`src/rtl/core/bni_pkg.sv`:
```
// bni_pkg: shared types and constants for the batch norm inference block
// no dependencies
package bni_pkg;

  localparam int DataW = 32;
  localparam logic signed [DataW-1:0] SMax = 32'sh7fffffff;
  localparam logic signed [DataW-1:0] SMin = 32'sh80000000;

  typedef enum logic [1:0] {
    REG_EPSILON  = 2'd0,
    REG_CHANNELS = 2'd1,
    REG_PIXELS   = 2'd2
  } reg_idx_e;

  // saturate a signed value of width 66 to 32 bits
  function automatic logic signed [DataW-1:0] sat32(input logic signed [65:0] v);
    logic signed [DataW-1:0] r;
    if (v > 66'sd2147483647) begin
      r = SMax;
    end else if (v < -66'sd2147483648) begin
      r = SMin;
    end else begin
      r = v[DataW-1:0];
    end
    return r;
  endfunction

  // round(v / 2^16), ties away from zero, on a 64-bit signed product
  function automatic logic signed [65:0] round_q16(input logic signed [63:0] v);
    logic [63:0] m;
    logic [64:0] t;
    logic signed [65:0] r;
    m = v[63] ? (64'd0 - v) : v;
    t = {1'b0, m} + 65'h8000;
    r = $signed({17'd0, t[64:16]});
    if (v[63]) begin
      r = -r;
    end
    return r;
  endfunction

endpackage

```
`src/rtl/core/bni_datapath.sv`:
```
// bni_datapath: sample times scale plus shift, two registered stages
// depends on bni_pkg
module bni_datapath
  import bni_pkg::*;
(
  input  logic                    clk_i,
  input  logic                    en_i,
  input  logic signed [DataW-1:0] sample_i,
  input  logic signed [DataW-1:0] scale_i,
  input  logic signed [DataW-1:0] shift_i,
  output logic signed [DataW-1:0] result_o
);

  logic signed [63:0]      prod_q;
  logic signed [DataW-1:0] shift_q;
  logic signed [DataW-1:0] res_q;
  logic                    en2_q;

  always_ff @(posedge clk_i) begin
    en2_q <= en_i;
    if (en_i) begin
      prod_q  <= 64'(sample_i * scale_i);
      shift_q <= shift_i;
    end
    if (en2_q) begin
      res_q <= sat32(round_q16(prod_q) + 66'(shift_q));
    end
  end

  assign result_o = res_q;

endmodule

```
`config.mk`:
```
export PLATFORM = sky130hd
export DESIGN_NAME = bni_datapath
export DESIGN_NICKNAME = d
export VERILOG_FILES = /design/src/rtl/core/bni_pkg.sv /design/src/rtl/core/bni_datapath.sv
export SDC_FILE = /design/constraint.sdc
export NUM_CORES = 2
export LEC_CHECK = 0
export CORE_MARGIN = 2
export CORE_UTILIZATION = 40
export CTS_CLUSTER_SIZE = 20
export DETAILED_ROUTE_END_ITERATION = 6
export DONT_BUFFER_PORTS = 1
export PLACE_DENSITY = 0.63
export SYNTH_ARGS = -nofsm -noshare
export SYNTH_HDL_FRONTEND = slang
export SYNTH_SLANG_ARGS = --single-unit
```
`constraint.sdc`:
```
create_clock -name clk_i -period 19.3 [get_ports clk_i]
set_clock_uncertainty 0.15 [all_clocks]
set_input_delay 3.86 -clock clk_i [delete_from_list [all_inputs] [get_ports clk_i]]
set_output_delay 3.86 -clock clk_i [all_outputs]
set_load 0.02 [all_outputs]
```
==> metrics.csv <==
metric;value;unit
timing.final.hold_violations;0;
yosys.cell_types.count;93;
core_box_area;0.1217;mm^2
detail-route-antenna-nets;0;
grt.total_usage;0.2214;
postSynthRegisterBits;129;
hold_buffers;0;
post_synthesis_sequential_area_ratio;0.07873;
max_stage_delay;0.67;ns
share_of_synthesized_registers_carrying_an_async_set_or_reset;0;
setup_ws;7.491;ns
layout_min_cycle_time;11.81;ns
summed_instance_area_of_the_synthesized_netlist;0.04908;mm^2
syn-mean-instance-area;8.901;um^2
outcome;finished, final reports clean;
place_ws;7.042;ns
total_routed_length;137.1;mm
setup_slack_of_the_most_critical_reg_to_reg_path;7.72;ns
transition_at_the_pin_with_the_smallest_max_transition_slack;1.102;ns
vias;36940;
worst_ep_required_time;19.33;ns
highest-signal-layer;met4;
final_net_count;6699;
critical_path.n_buffers_inverters;7;
setup.worst_path.start_class;primary input;
crit_type;primary input to flip-flop;
number_of_global_route_vias_before_repair;38870;
netlist_instances;5514;
relSlewSlack;0.2655;
postCtsSetupRepairBufs;0;
max-clock-path-buffers;2;
cts_resized;0;
grt.overflow.total;0;
clkLatencyLatePin;0.44;ns
die_area;0.1255;mm^2
timing.final.max_slew_violations;0;
cts-root-buf;sky130_fd_sc_hd__clkbuf_16;
worstReg2RegStart;prod_q[10];
synthesis.nets;6948;
cp_top_family;adder cells;
final_layout_size_suffix_gt1_frac;0.01781;
finalSetupViolations;0;
detail_route.drc_violations;0;
ys_warn_count;0;
core.rowCount;128;
die_height;354.3;um
max_freq;84.68;MHz
synth_enable_flop_cells;128;
detailed_routed_wire_length_on_met3;11.92;mm
worstPathMaxFanout;32;
floorplan.io_pins;130;
floorplan.initialDensity;0.4032;
crit_path_top_delay_cell;sky130_fd_sc_hd__a2111oi_0;
grt_first_pass_wirelength;219.7;mm
cap_viol_max_count;0;
hp-class;flip-flop to flip-flop;
initial_antenna_violation_count;2;
area_delta_synth_final;3.396;%
numClockSinks;129;
worst_hold_start;en2_q;
worst_setup_hold_path_clk_slew;0.06;ns
floorplan.die.width;354.3;um
dominantRegCellSynth;sky130_fd_sc_hd__edfxtp_1;
tritoncts;built;
detailedRoute.firstIterationViolations;2664;
numPortBuffers;0;
setup_tns_final;0;ns
final_period_utilization;0.6119;
routedWlPerCell;19.85;um
met1Wirelength;61.43;mm
routabilityCongestion;0.8852;
cts_buffers;17;
drt_pass1_iterations;6;
htree_num_levels;4;
rsz_0062_raised_after_global_routing;no;
critical_path.endpoint_type;flip-flop;
startpoint;sample_i[13];
maximum_number_of_pins_on_one_net_before_global_route_repair;98;
avgViaCountPerCell;5.351;
hpwlAfterDp;106.2;mm
timing.critical_path.arrival;11.84;ns
met2_length;60.41;mm
-- registers in the layout (all words and copies together) (netlist names) --
name	count
prod_q	64
shift_q	32
result_o	32
en2_q	1
-- cell type report --
cell class	count	area (um^2)
sequential	129	3864
multi-input combinational	3931	39720
fill	12120	70970
timing repair buffer	9	67.56
antenna	2	5.005
clock inverter	14	214.0
clock buffer	17	425.4
tap	1625	2033
inverter	1177	4418
-- per-stage QoR --
stage / instances / util / hold slack (ns) / cell area [um^2]
finish: 6904 / 0.4169 / 0.6054 / 50740
global route: 6902 / 0.4169 / 0.6394 / 50740
CTS: 6902 / 0.4169 / 0.6148 / 50740
detailed placement: 6871 / 0.4116 / 0.6046 / 50100
global placement: 6871 / 0.4116 / 0.5887 / 50100
floorplan: 5514 / - / 0.5210 / 49080
-- per-layer routing --
layer  track usage  vias up
met5             0        -
met4       0.05220        0
met3       0.04853      209
met2        0.3460     1461
met1        0.3138    18750
li1              -    16520
-- path summary, 6_finish.rpt --
path,endpoint,depth (start not counted)
setup / recovery,prod_q[60],31
hold / removal,result_o[2],1
setup reg to reg,result_o[29],29
hold reg to reg,result_o[2],1
-- synth_stat cells, types with 6 or more instances --
master	count	share of area
sky130_fd_sc_hd__or2_2	18	0.0023
sky130_fd_sc_hd__a21o_1	80	0.012
sky130_fd_sc_hd__a211oi_1	17	0.0026
sky130_fd_sc_hd__nor2_1	92	0.0070
sky130_fd_sc_hd__nand3_1	49	0.0050
sky130_fd_sc_hd__nor4_1	27	0.0034
sky130_fd_sc_hd__nand4b_1	7	0.0012
sky130_fd_sc_hd__clkbuf_1	261	0.020
sky130_fd_sc_hd__o31ai_1	25	0.0038
sky130_fd_sc_hd__and2_1	266	0.034
sky130_fd_sc_hd__nor2b_1	20	0.0025
sky130_fd_sc_hd__inv_1	1176	0.090
sky130_fd_sc_hd__o211ai_1	19	0.0029
sky130_fd_sc_hd__xor2_1	91	0.016
sky130_fd_sc_hd__xnor2_1	169	0.030
sky130_fd_sc_hd__nand2_1	904	0.069
sky130_fd_sc_hd__fa_1	1083	0.44
sky130_fd_sc_hd__nand2b_1	57	0.0073
sky130_fd_sc_hd__nor3_1	53	0.0054
sky130_fd_sc_hd__and3_1	37	0.0047
sky130_fd_sc_hd__o32ai_1	26	0.0046
sky130_fd_sc_hd__or3_1	27	0.0034
sky130_fd_sc_hd__a211o_1	8	0.0014
sky130_fd_sc_hd__ha_1	253	0.064
sky130_fd_sc_hd__nor3b_1	9	0.0014
sky130_fd_sc_hd__o22ai_1	19	0.0024
sky130_fd_sc_hd__o21a_1	33	0.0050
sky130_fd_sc_hd__buf_2	6	0.00061
sky130_fd_sc_hd__a2111oi_0	6	0.0011
sky130_fd_sc_hd__or4_1	17	0.0026
sky130_fd_sc_hd__mux2i_1	8	0.0016
sky130_fd_sc_hd__a21oi_1	154	0.016
sky130_fd_sc_hd__a31oi_1	27	0.0034
sky130_fd_sc_hd__o21ai_0	103	0.011
sky130_fd_sc_hd__a41oi_1	9	0.0016
sky130_fd_sc_hd__o21bai_1	31	0.0047
sky130_fd_sc_hd__nand4_1	47	0.0060
sky130_fd_sc_hd__and4_1	18	0.0032
sky130_fd_sc_hd__o41ai_1	13	0.0023
sky130_fd_sc_hd__edfxtp_1	128	0.078
-- cells in the final DEF, fill, tap and decap left out, types with 57 or more instances in the layout --
master                        n
sky130_fd_sc_hd__ha_1       253
sky130_fd_sc_hd__xnor2_1    169
sky130_fd_sc_hd__and2_1     266
sky130_fd_sc_hd__a21o_1      80
sky130_fd_sc_hd__a21oi_1    154
sky130_fd_sc_hd__inv_1     1176
sky130_fd_sc_hd__nor2_1      92
sky130_fd_sc_hd__o21ai_0    103
sky130_fd_sc_hd__fa_1      1083
sky130_fd_sc_hd__nand2b_1    57
sky130_fd_sc_hd__nand2_1    904
sky130_fd_sc_hd__xor2_1      91
sky130_fd_sc_hd__edfxtp_1   128
-- cell families after synthesis --
| group | Yosys count | synth area share |
|---|---|---|
| and+or+nand+nor | 1683 | 0.1660 |
| AOI/OAI and AO/OA | 639 | 0.08737 |
| xor gates and xnor gates | 261 | 0.04686 |
| buffers and inverters | 1454 | 0.1121 |
| adders and majority gates | 1336 | 0.5063 |
| DFF | 129 | 0.07873 |
| muxes | 12 | 0.002626 |
Power is left out: the tool's default activity adds up to more than one toggle a clock period on the data nets, which glitch-free logic cannot reach.
