### src/rtl/core/bni_pkg.sv
// bni_pkg: shared types and constants for the batch norm inference block
// no dependencies
package bni_pkg;

  localparam int DataW = 32;
  localparam logic signed [DataW-1:0] SMax = 32'sh7fffffff;
  localparam logic signed [DataW-1:0] SMin = 32'sh80000000;

  typedef enum logic [1:0] {
    REG_EPSILON  = 2'd0,
    REG_CHANNELS = 2'd1,
    REG_PIXELS   = 2'd2
  } reg_idx_e;

  // saturate a signed value of width 66 to 32 bits
  function automatic logic signed [DataW-1:0] sat32(input logic signed [65:0] v);
    logic signed [DataW-1:0] r;
    if (v > 66'sd2147483647) begin
      r = SMax;
    end else if (v < -66'sd2147483648) begin
      r = SMin;
    end else begin
      r = v[DataW-1:0];
    end
    return r;
  endfunction

  // round(v / 2^16), ties away from zero, on a 64-bit signed product
  function automatic logic signed [65:0] round_q16(input logic signed [63:0] v);
    logic [63:0] m;
    logic [64:0] t;
    logic signed [65:0] r;
    m = v[63] ? (64'd0 - v) : v;
    t = {1'b0, m} + 65'h8000;
    r = $signed({17'd0, t[64:16]});
    if (v[63]) begin
      r = -r;
    end
    return r;
  endfunction

endpackage

### src/rtl/core/bni_coef.sv
// bni_coef: turns one channel's gamma/beta/mean/variance into scale and shift
// depends on bni_pkg; bit-serial square root and divider, then one multiply
module bni_coef
  import bni_pkg::*;
(
  input  logic                    clk_i,
  input  logic                    rst_ni,
  input  logic                    start_i,
  input  logic [15:0]             epsilon_i,
  input  logic signed [DataW-1:0] gamma_i,
  input  logic signed [DataW-1:0] beta_i,
  input  logic signed [DataW-1:0] mean_i,
  input  logic [30:0]             variance_i,
  output logic                    busy_o,
  output logic                    done_o,
  output logic signed [DataW-1:0] scale_o,
  output logic signed [DataW-1:0] shift_o
);

  typedef enum logic [5:0] {
    S_IDLE = 6'b000001,
    S_SQRT = 6'b000010,
    S_DIV  = 6'b000100,
    S_QSAT = 6'b001000,
    S_MUL  = 6'b010000,
    S_SHFT = 6'b100000
  } state_e;

  state_e state_q, state_d;
  logic [5:0]  cnt_q, cnt_d;
  logic [63:0] rem_q, rem_d;       // sqrt remainder, radicand s<<32
  logic [63:0] rad_q, rad_d;       // radicand shifting out two bits per step
  logic [32:0] root_q, root_d;
  logic [57:0] num_q, num_d;       // 2*|gamma|<<24 + r
  logic [57:0] quo_q, quo_d;
  logic [34:0] drem_q, drem_d;
  logic        gneg_q, gneg_d, gzero_q, gzero_d, szero_q, szero_d;
  logic signed [DataW-1:0] beta_q, beta_d, mean_q, mean_d, scale_q, scale_d;
  logic signed [DataW-1:0] shift_q, shift_d;
  logic signed [63:0] prod_q, prod_d;
  logic        done_q, done_d;

  logic [31:0] s_w;
  logic [31:0] gmag_w;
  logic [65:0] trial_w;
  logic [66:0] rem_sh_w;
  logic [35:0] dsh_w;
  logic [34:0] dvs_w;
  logic [32:0] qmag_w;

  always_comb begin
    state_d = state_q; cnt_d = cnt_q; rem_d = rem_q; rad_d = rad_q; root_d = root_q;
    num_d = num_q; quo_d = quo_q; drem_d = drem_q; gneg_d = gneg_q; gzero_d = gzero_q;
    szero_d = szero_q; beta_d = beta_q; mean_d = mean_q; scale_d = scale_q;
    shift_d = shift_q; prod_d = prod_q; done_d = 1'b0;
    s_w = {1'b0, variance_i} + {16'd0, epsilon_i};
    gmag_w = gamma_i[31] ? (32'd0 - gamma_i) : gamma_i;
    rem_sh_w = {1'b0, rem_q, rad_q[63:62]};
    trial_w = {root_q, 2'b01};
    dsh_w = {drem_q, num_q[57]};
    dvs_w = {1'b0, root_q, 1'b0};
    qmag_w = (quo_q > 58'h80000000) ? 33'h80000000 : quo_q[32:0];
    case (state_q)
      S_IDLE: begin
        if (start_i) begin
          rad_d = {s_w, 32'd0};
          rem_d = '0; root_d = '0; cnt_d = 6'd0;
          gneg_d = gamma_i[31]; gzero_d = (gamma_i == '0); szero_d = (s_w == '0);
          num_d = {1'b0, gmag_w, 25'd0};
          beta_d = beta_i; mean_d = mean_i;
          state_d = S_SQRT;
        end
      end
      S_SQRT: begin
        // one result bit per cycle, 32 steps
        rad_d = {rad_q[61:0], 2'b00};
        if (rem_sh_w >= {1'b0, trial_w}) begin
          rem_d = 64'(rem_sh_w - {1'b0, trial_w});
          root_d = {root_q[31:0], 1'b1};
        end else begin
          rem_d = rem_sh_w[63:0];
          root_d = {root_q[31:0], 1'b0};
        end
        cnt_d = cnt_q + 6'd1;
        if (cnt_q == 6'd31) begin
          state_d = S_DIV; cnt_d = 6'd0; drem_d = '0; quo_d = '0;
          num_d = num_q + {25'd0, root_d};
        end
      end
      S_DIV: begin
        // restoring divide by 2r, one quotient bit per cycle, 58 steps
        num_d = {num_q[56:0], 1'b0};
        if (dsh_w >= {1'b0, dvs_w}) begin
          drem_d = 35'(dsh_w - {1'b0, dvs_w});
          quo_d = {quo_q[56:0], 1'b1};
        end else begin
          drem_d = dsh_w[34:0];
          quo_d = {quo_q[56:0], 1'b0};
        end
        cnt_d = cnt_q + 6'd1;
        if (cnt_q == 6'd57) begin
          state_d = S_QSAT;
        end
      end
      S_QSAT: begin
        if (szero_q) begin
          scale_d = gzero_q ? '0 : (gneg_q ? SMin : SMax);
        end else begin
          scale_d = sat32(gneg_q ? -$signed({33'd0, qmag_w}) : $signed({33'd0, qmag_w}));
        end
        state_d = S_MUL;
      end
      S_MUL: begin
        prod_d = 64'(scale_q * mean_q);
        state_d = S_SHFT;
      end
      S_SHFT: begin
        shift_d = sat32(66'(beta_q) - round_q16(prod_q));
        done_d = 1'b1;
        state_d = S_IDLE;
      end
      default: state_d = S_IDLE;
    endcase
  end

  always_ff @(posedge clk_i or negedge rst_ni) begin
    if (!rst_ni) begin
      state_q <= S_IDLE;
      done_q  <= 1'b0;
    end else begin
      state_q <= state_d;
      done_q  <= done_d;
    end
  end

  always_ff @(posedge clk_i) begin
    cnt_q <= cnt_d; rem_q <= rem_d; rad_q <= rad_d; root_q <= root_d; num_q <= num_d;
    quo_q <= quo_d; drem_q <= drem_d; gneg_q <= gneg_d; gzero_q <= gzero_d;
    szero_q <= szero_d; beta_q <= beta_d; mean_q <= mean_d; scale_q <= scale_d;
    shift_q <= shift_d; prod_q <= prod_d;
  end

  assign busy_o  = (state_q != S_IDLE);
  assign done_o  = done_q;
  assign scale_o = scale_q;
  assign shift_o = shift_q;

endmodule

### config.mk
export PLATFORM = sky130hd
export DESIGN_NAME = bni_coef
export DESIGN_NICKNAME = d
export VERILOG_FILES = /design/src/rtl/core/bni_pkg.sv /design/src/rtl/core/bni_coef.sv
export SDC_FILE = /design/constraint.sdc
export NUM_CORES = 2
export LEC_CHECK = 0
export BUFFER_PORTS_ARGS = -buffer_cell sky130_fd_sc_hd__buf_2
export CAP_MARGIN = 25
export CORE_MARGIN = 10
export CORE_UTILIZATION = 55
export CTS_CLUSTER_SIZE = 20
export DETAILED_ROUTE_END_ITERATION = 8
export GPL_TIMING_DRIVEN = 1
export PLACE_DENSITY = 0.7
export SKIP_CTS_REPAIR_TIMING = 1
export SKIP_LAST_GASP = 1
export SYNTH_ARGS = -nofsm -noshare
export SYNTH_HDL_FRONTEND = slang
export SYNTH_SLANG_ARGS = --single-unit
export TNS_END_PERCENT = 5
### constraint.sdc
create_clock -name clk_i -period 13.4 [get_ports clk_i]
set_input_delay 1.34 -clock clk_i [delete_from_list [all_inputs] [get_ports clk_i]]
set_output_delay 1.34 -clock clk_i [all_outputs]
set_load 0.02 [all_outputs]
==> load_flow_metrics.sql <==
INSERT INTO impl_metrics (metric_group, metric, value, unit) VALUES
('worst_setup_path', 'ff_to_ff_start', 'prod_q[2]', ''),
('worst_setup_path', 'r2r-end', 'shift_o[8]', ''),
('worst_setup_path', 'crit_path_start_kind', 'register', ''),
('place', 'preCtsSetupSlack', '1.64', 'ns'),
('clock_tree', 'cts_buffer_depth', '3', ''),
('clock_tree', 'root_buf_cell', 'clkbuf_16', ''),
('sta', 'setup_viol_count_final', '0', ''),
('worst_setup_path', 'cp.required', '13.80', 'ns'),
('die', 'floorplan.rows', '132', ''),
('yosys', 'synthesis.instances', '7820', ''),
('worst_setup_path', 'crit_path_end_kind', 'register', ''),
('yosys', 'post_synthesis_register_bit_count', '488', ''),
('clock_tree', 'cts_buffers', '59', ''),
('sta', 'rsz0062_at_grt', 'false', ''),
('die', 'horiz_die_dim', '380', 'µm'),
('route', 'ant_nets', '0', ''),
('die', 'fp.dieH', '380', 'µm'),
('place', 'portBuffers', '211', ''),
('yosys', 'netlist_top_cells_area', 'fa_1 30%, edfxtp_1 20%, ha_1 6.5%', ''),
('sta', 'fin_crit_sh', '88.8', '%'),
('worst_setup_path', 'crit_type', 'reg2reg', ''),
('sta', 'finalClockSkew', '0.0627', 'ns'),
('yosys', 'synth.cell_area', '71500', 'µm²'),
('sta', 'tightestPinTransition', '1.01', 'ns'),
('cells_and_area', 'proportion_of_layout_cells_with_a_drive_suffix_above_1', '6.46', '%'),
('yosys', 'ys_async_sr_fraction', '1.43', '%'),
('worst_setup_path', 'rrSetupSlack', '1.50', 'ns'),
('place', 'dpl.hpwl', '152000', 'µm'),
('route', 'detail_route.vias_per_cell', '5.85', ''),
('die', 'io-pin-count', '212', ''),
('cells_and_area', 'layout.nets', '9447', ''),
('status', 'run_status', 'finished, final reports clean', ''),
('worst_setup_path', 'reg2regPathDepth', '34', ''),
('cells_and_area', 'area_growth', '6.89', '%'),
('worst_setup_path', 'worstPathMaxFanout', '24', ''),
('place', 'routabilityCongestion', '0.935', ''),
('yosys', 'yosys_warnings', '0', ''),
('global_route', 'grt_max_degree', '91', ''),
('global_route', 'globalRouteOverflowTotal', '0', ''),
('sta', 'report.final.slew_viol_count', '0', ''),
('yosys', 'synth_cell_types', '94', ''),
('global_route', 'global_route_wire_length_before_repair', '319000', 'µm'),
('yosys', 'synth-seq-area-share', '20.5', '%'),
('global_route', 'antenna_found_initial', '6', ''),
('worst_setup_path', 'critical-path-max-stage-delay', '0.80', 'ns'),
('clock_tree', 'h-tree-depth', '2', ''),
('worst_setup_path', 'arrival', '12.30', 'ns'),
('route', 'drt_first_iter_violations', '4441', ''),
('sta', 'final_critical_path_setup_slack', '1.50', 'ns'),
('clock_tree', 'clock_tree_from_tritoncts', 'yes', ''),
('sta', 'final.min_clock_period', '11.90', 'ns'),
('flow_run', 'max_cap_violations', '0', ''),
('yosys', 'post_synth_edffs', '481', ''),
('sta', 'finalSetupTns', '0', 'ns'),
('yosys', 'synth_flop_cell', 'edfxtp_1', ''),
('route', 'drc_errors', '0', ''),
('yosys', 'postSynthNetCount', '9425', ''),
('sta', 'worst_case_headroom_to_the_max_slew_limit', '33.0', '%'),
('sta', 'max_freq', '84.0', 'MHz'),
('die', 'floorplan.initialDensity', '55.3', '%'),
('sta', 'hold_viol', '0', ''),
('global_route', 'grt_pass1_vias', '57737', ''),
('global_route', 'grt.total_usage', '27.3', '%'),
('clock_tree', 'clk_pin_slew', '0.06', 'ns'),
('route', 'dr_total_vias', '56388', ''),
('clock_tree', 'clk-insertion-delay-late', '0.71', 'ns'),
('yosys', 'post-synth-top-area-fraction', '30.4', '%'),
('route', 'wl_per_cell', '20.6', 'µm'),
('die', 'placeableCoreArea', '129000', 'µm²'),
('min_path', 'min-delay-path-class', 'in2async', ''),
('route', 'dr.pass1.iters', '5', ''),
('die', 'floorplan.die_area', '145000', 'µm²'),
('yosys', 'synth_area_per_cell', '9.14', 'µm²'),
('route', 'postRouteWirelength', '199000', 'µm'),
('clock_tree', 'clock-sinks', '488', ''),
('yosys', 'synth_largest_area_cell', 'fa_1', ''),
('worst_setup_path', 'critical_path.slowest_cell', 'or4_1', '');
==> cell usage in the layout, fill, tap and decap left out, types with 140 or more instances in the layout <==
cell,synthesis,routed
and2_1,348,348
o21ai_0,303,303
ha_1,373,373
edfxtp_1,481,481
fa_1,1086,1085
xnor2_1,315,315
nor2_1,371,369
buf_2,8,212
nand2_1,1132,1131
a21oi_1,336,336
inv_1,1210,1209
a21o_1,140,140
xor2_1,143,143
==> layer usage <==
layer | vias to the layer above | GRT usage (%) | wire length [µm]
met5 | - | 0 | 22
met4 | 4 | 7.39 | 5840
met3 | 355 | 5.09 | 15500
met2 | 2166 | 46.0 | 96400
met1 | 28372 | 35.8 | 81100
li1 | 25491 | - | -
==> cells in the mapped netlist, types with 23 or more instances <==
library cell,count
nand2_1,1132
a21oi_1,336
ha_1,373
edfxtp_1,481
clkbuf_1,334
a22oi_1,27
or2_2,28
o21ai_0,303
a21o_1,140
nand2b_1,83
nand4_1,68
nor2_1,371
and3_1,59
and2_1,348
a31oi_1,40
inv_1,1210
xor2_1,143
o21a_1,41
nand3_1,117
o211ai_1,23
nor3_1,114
or3_1,58
nor4_1,54
a211oi_1,34
o21bai_1,41
fa_1,1086
nor2b_1,48
o31ai_1,45
xnor2_1,315
==> per-stage QoR <==
step | hold slack, ns | util (%) | std cells | instance area [µm²]
3_3_place_gp | 0.498 | 57.3 | 9514 | 74200
6_report | 0.483 | 59.1 | 9634 | 76400
3_5_place_dp | 0.505 | 57.4 | 9517 | 74200
2_1_floorplan | 0.467 | - | 7820 | 71500
5_1_grt | 0.468 | 59.1 | 9633 | 76400
4_1_cts | 0.434 | 59.0 | 9627 | 76200
==> layout make-up <==
type	instances	area [µm²]
multi-input cells	5760	51000
flip-flops and latches	488	14600
repair buffers	322	1990
clock inverters	43	542
diodes	1	2.50
fillers	11155	52900
well taps	1742	2180
clock buffers	67	1510
inverters	1211	4550
==> logic make-up after synthesis <==
logic type	after synthesis	share of synthesized area, %
AOI/OAI and AO/OA	1237	11.1
xor gates and xnor gates	459	5.64
adders and majority gates	1459	37.0
buffers and inverters	1572	8.30
DFF	488	20.5
muxes	25	0.364
other	1	0.00525
and+or+nand+nor	2579	17.2
==> sequential cells by signal, summed over array words and instances (netlist names), 6 cells and up <==
name / cells
mean_q: 32
drem_q: 35
state_q: 6
num_q: 58
shift_o: 32
scale_o: 32
rem_q: 64
root_q: 33
quo_q: 58
cnt_q: 6
beta_q: 32
rad_q: 32
prod_q: 64
==> how the worst max path moves through the flow <==
| stage | slack (ns) | to | depth (start not counted) | startpoint |
|---|---|---|---|---|
| 2_1_floorplan | 3.12 | shift_o[17] | 41 | prod_q[63] |
| 3_3_place_gp | 2.05 | shift_o[2] | 34 | prod_q[2] |
| 3_5_place_dp | 1.64 | shift_o[9] | 34 | prod_q[2] |
| 4_1_cts | 1.65 | shift_o[7] | 34 | prod_q[2] |
| 5_1_grt | 0.57 | shift_o[20] | 34 | prod_q[3] |
| 6_report | 1.50 | shift_o[8] | 34 | prod_q[2] |
==> critical path: cells and delay by family (launching register included) <==
kind	cells	cell delay [ns]
AOI/OAI and AO/OA	12	3.38
xor gates and xnor gates	4	0.63
adders and majority gates	2	0.65
buffers and inverters	1	0.19
DFF	1	0.36
and+or+nand+nor	15	6.35
Power is not shown: default switching activity piles up to over one toggle a cycle in this logic, so the estimate is an artifact.
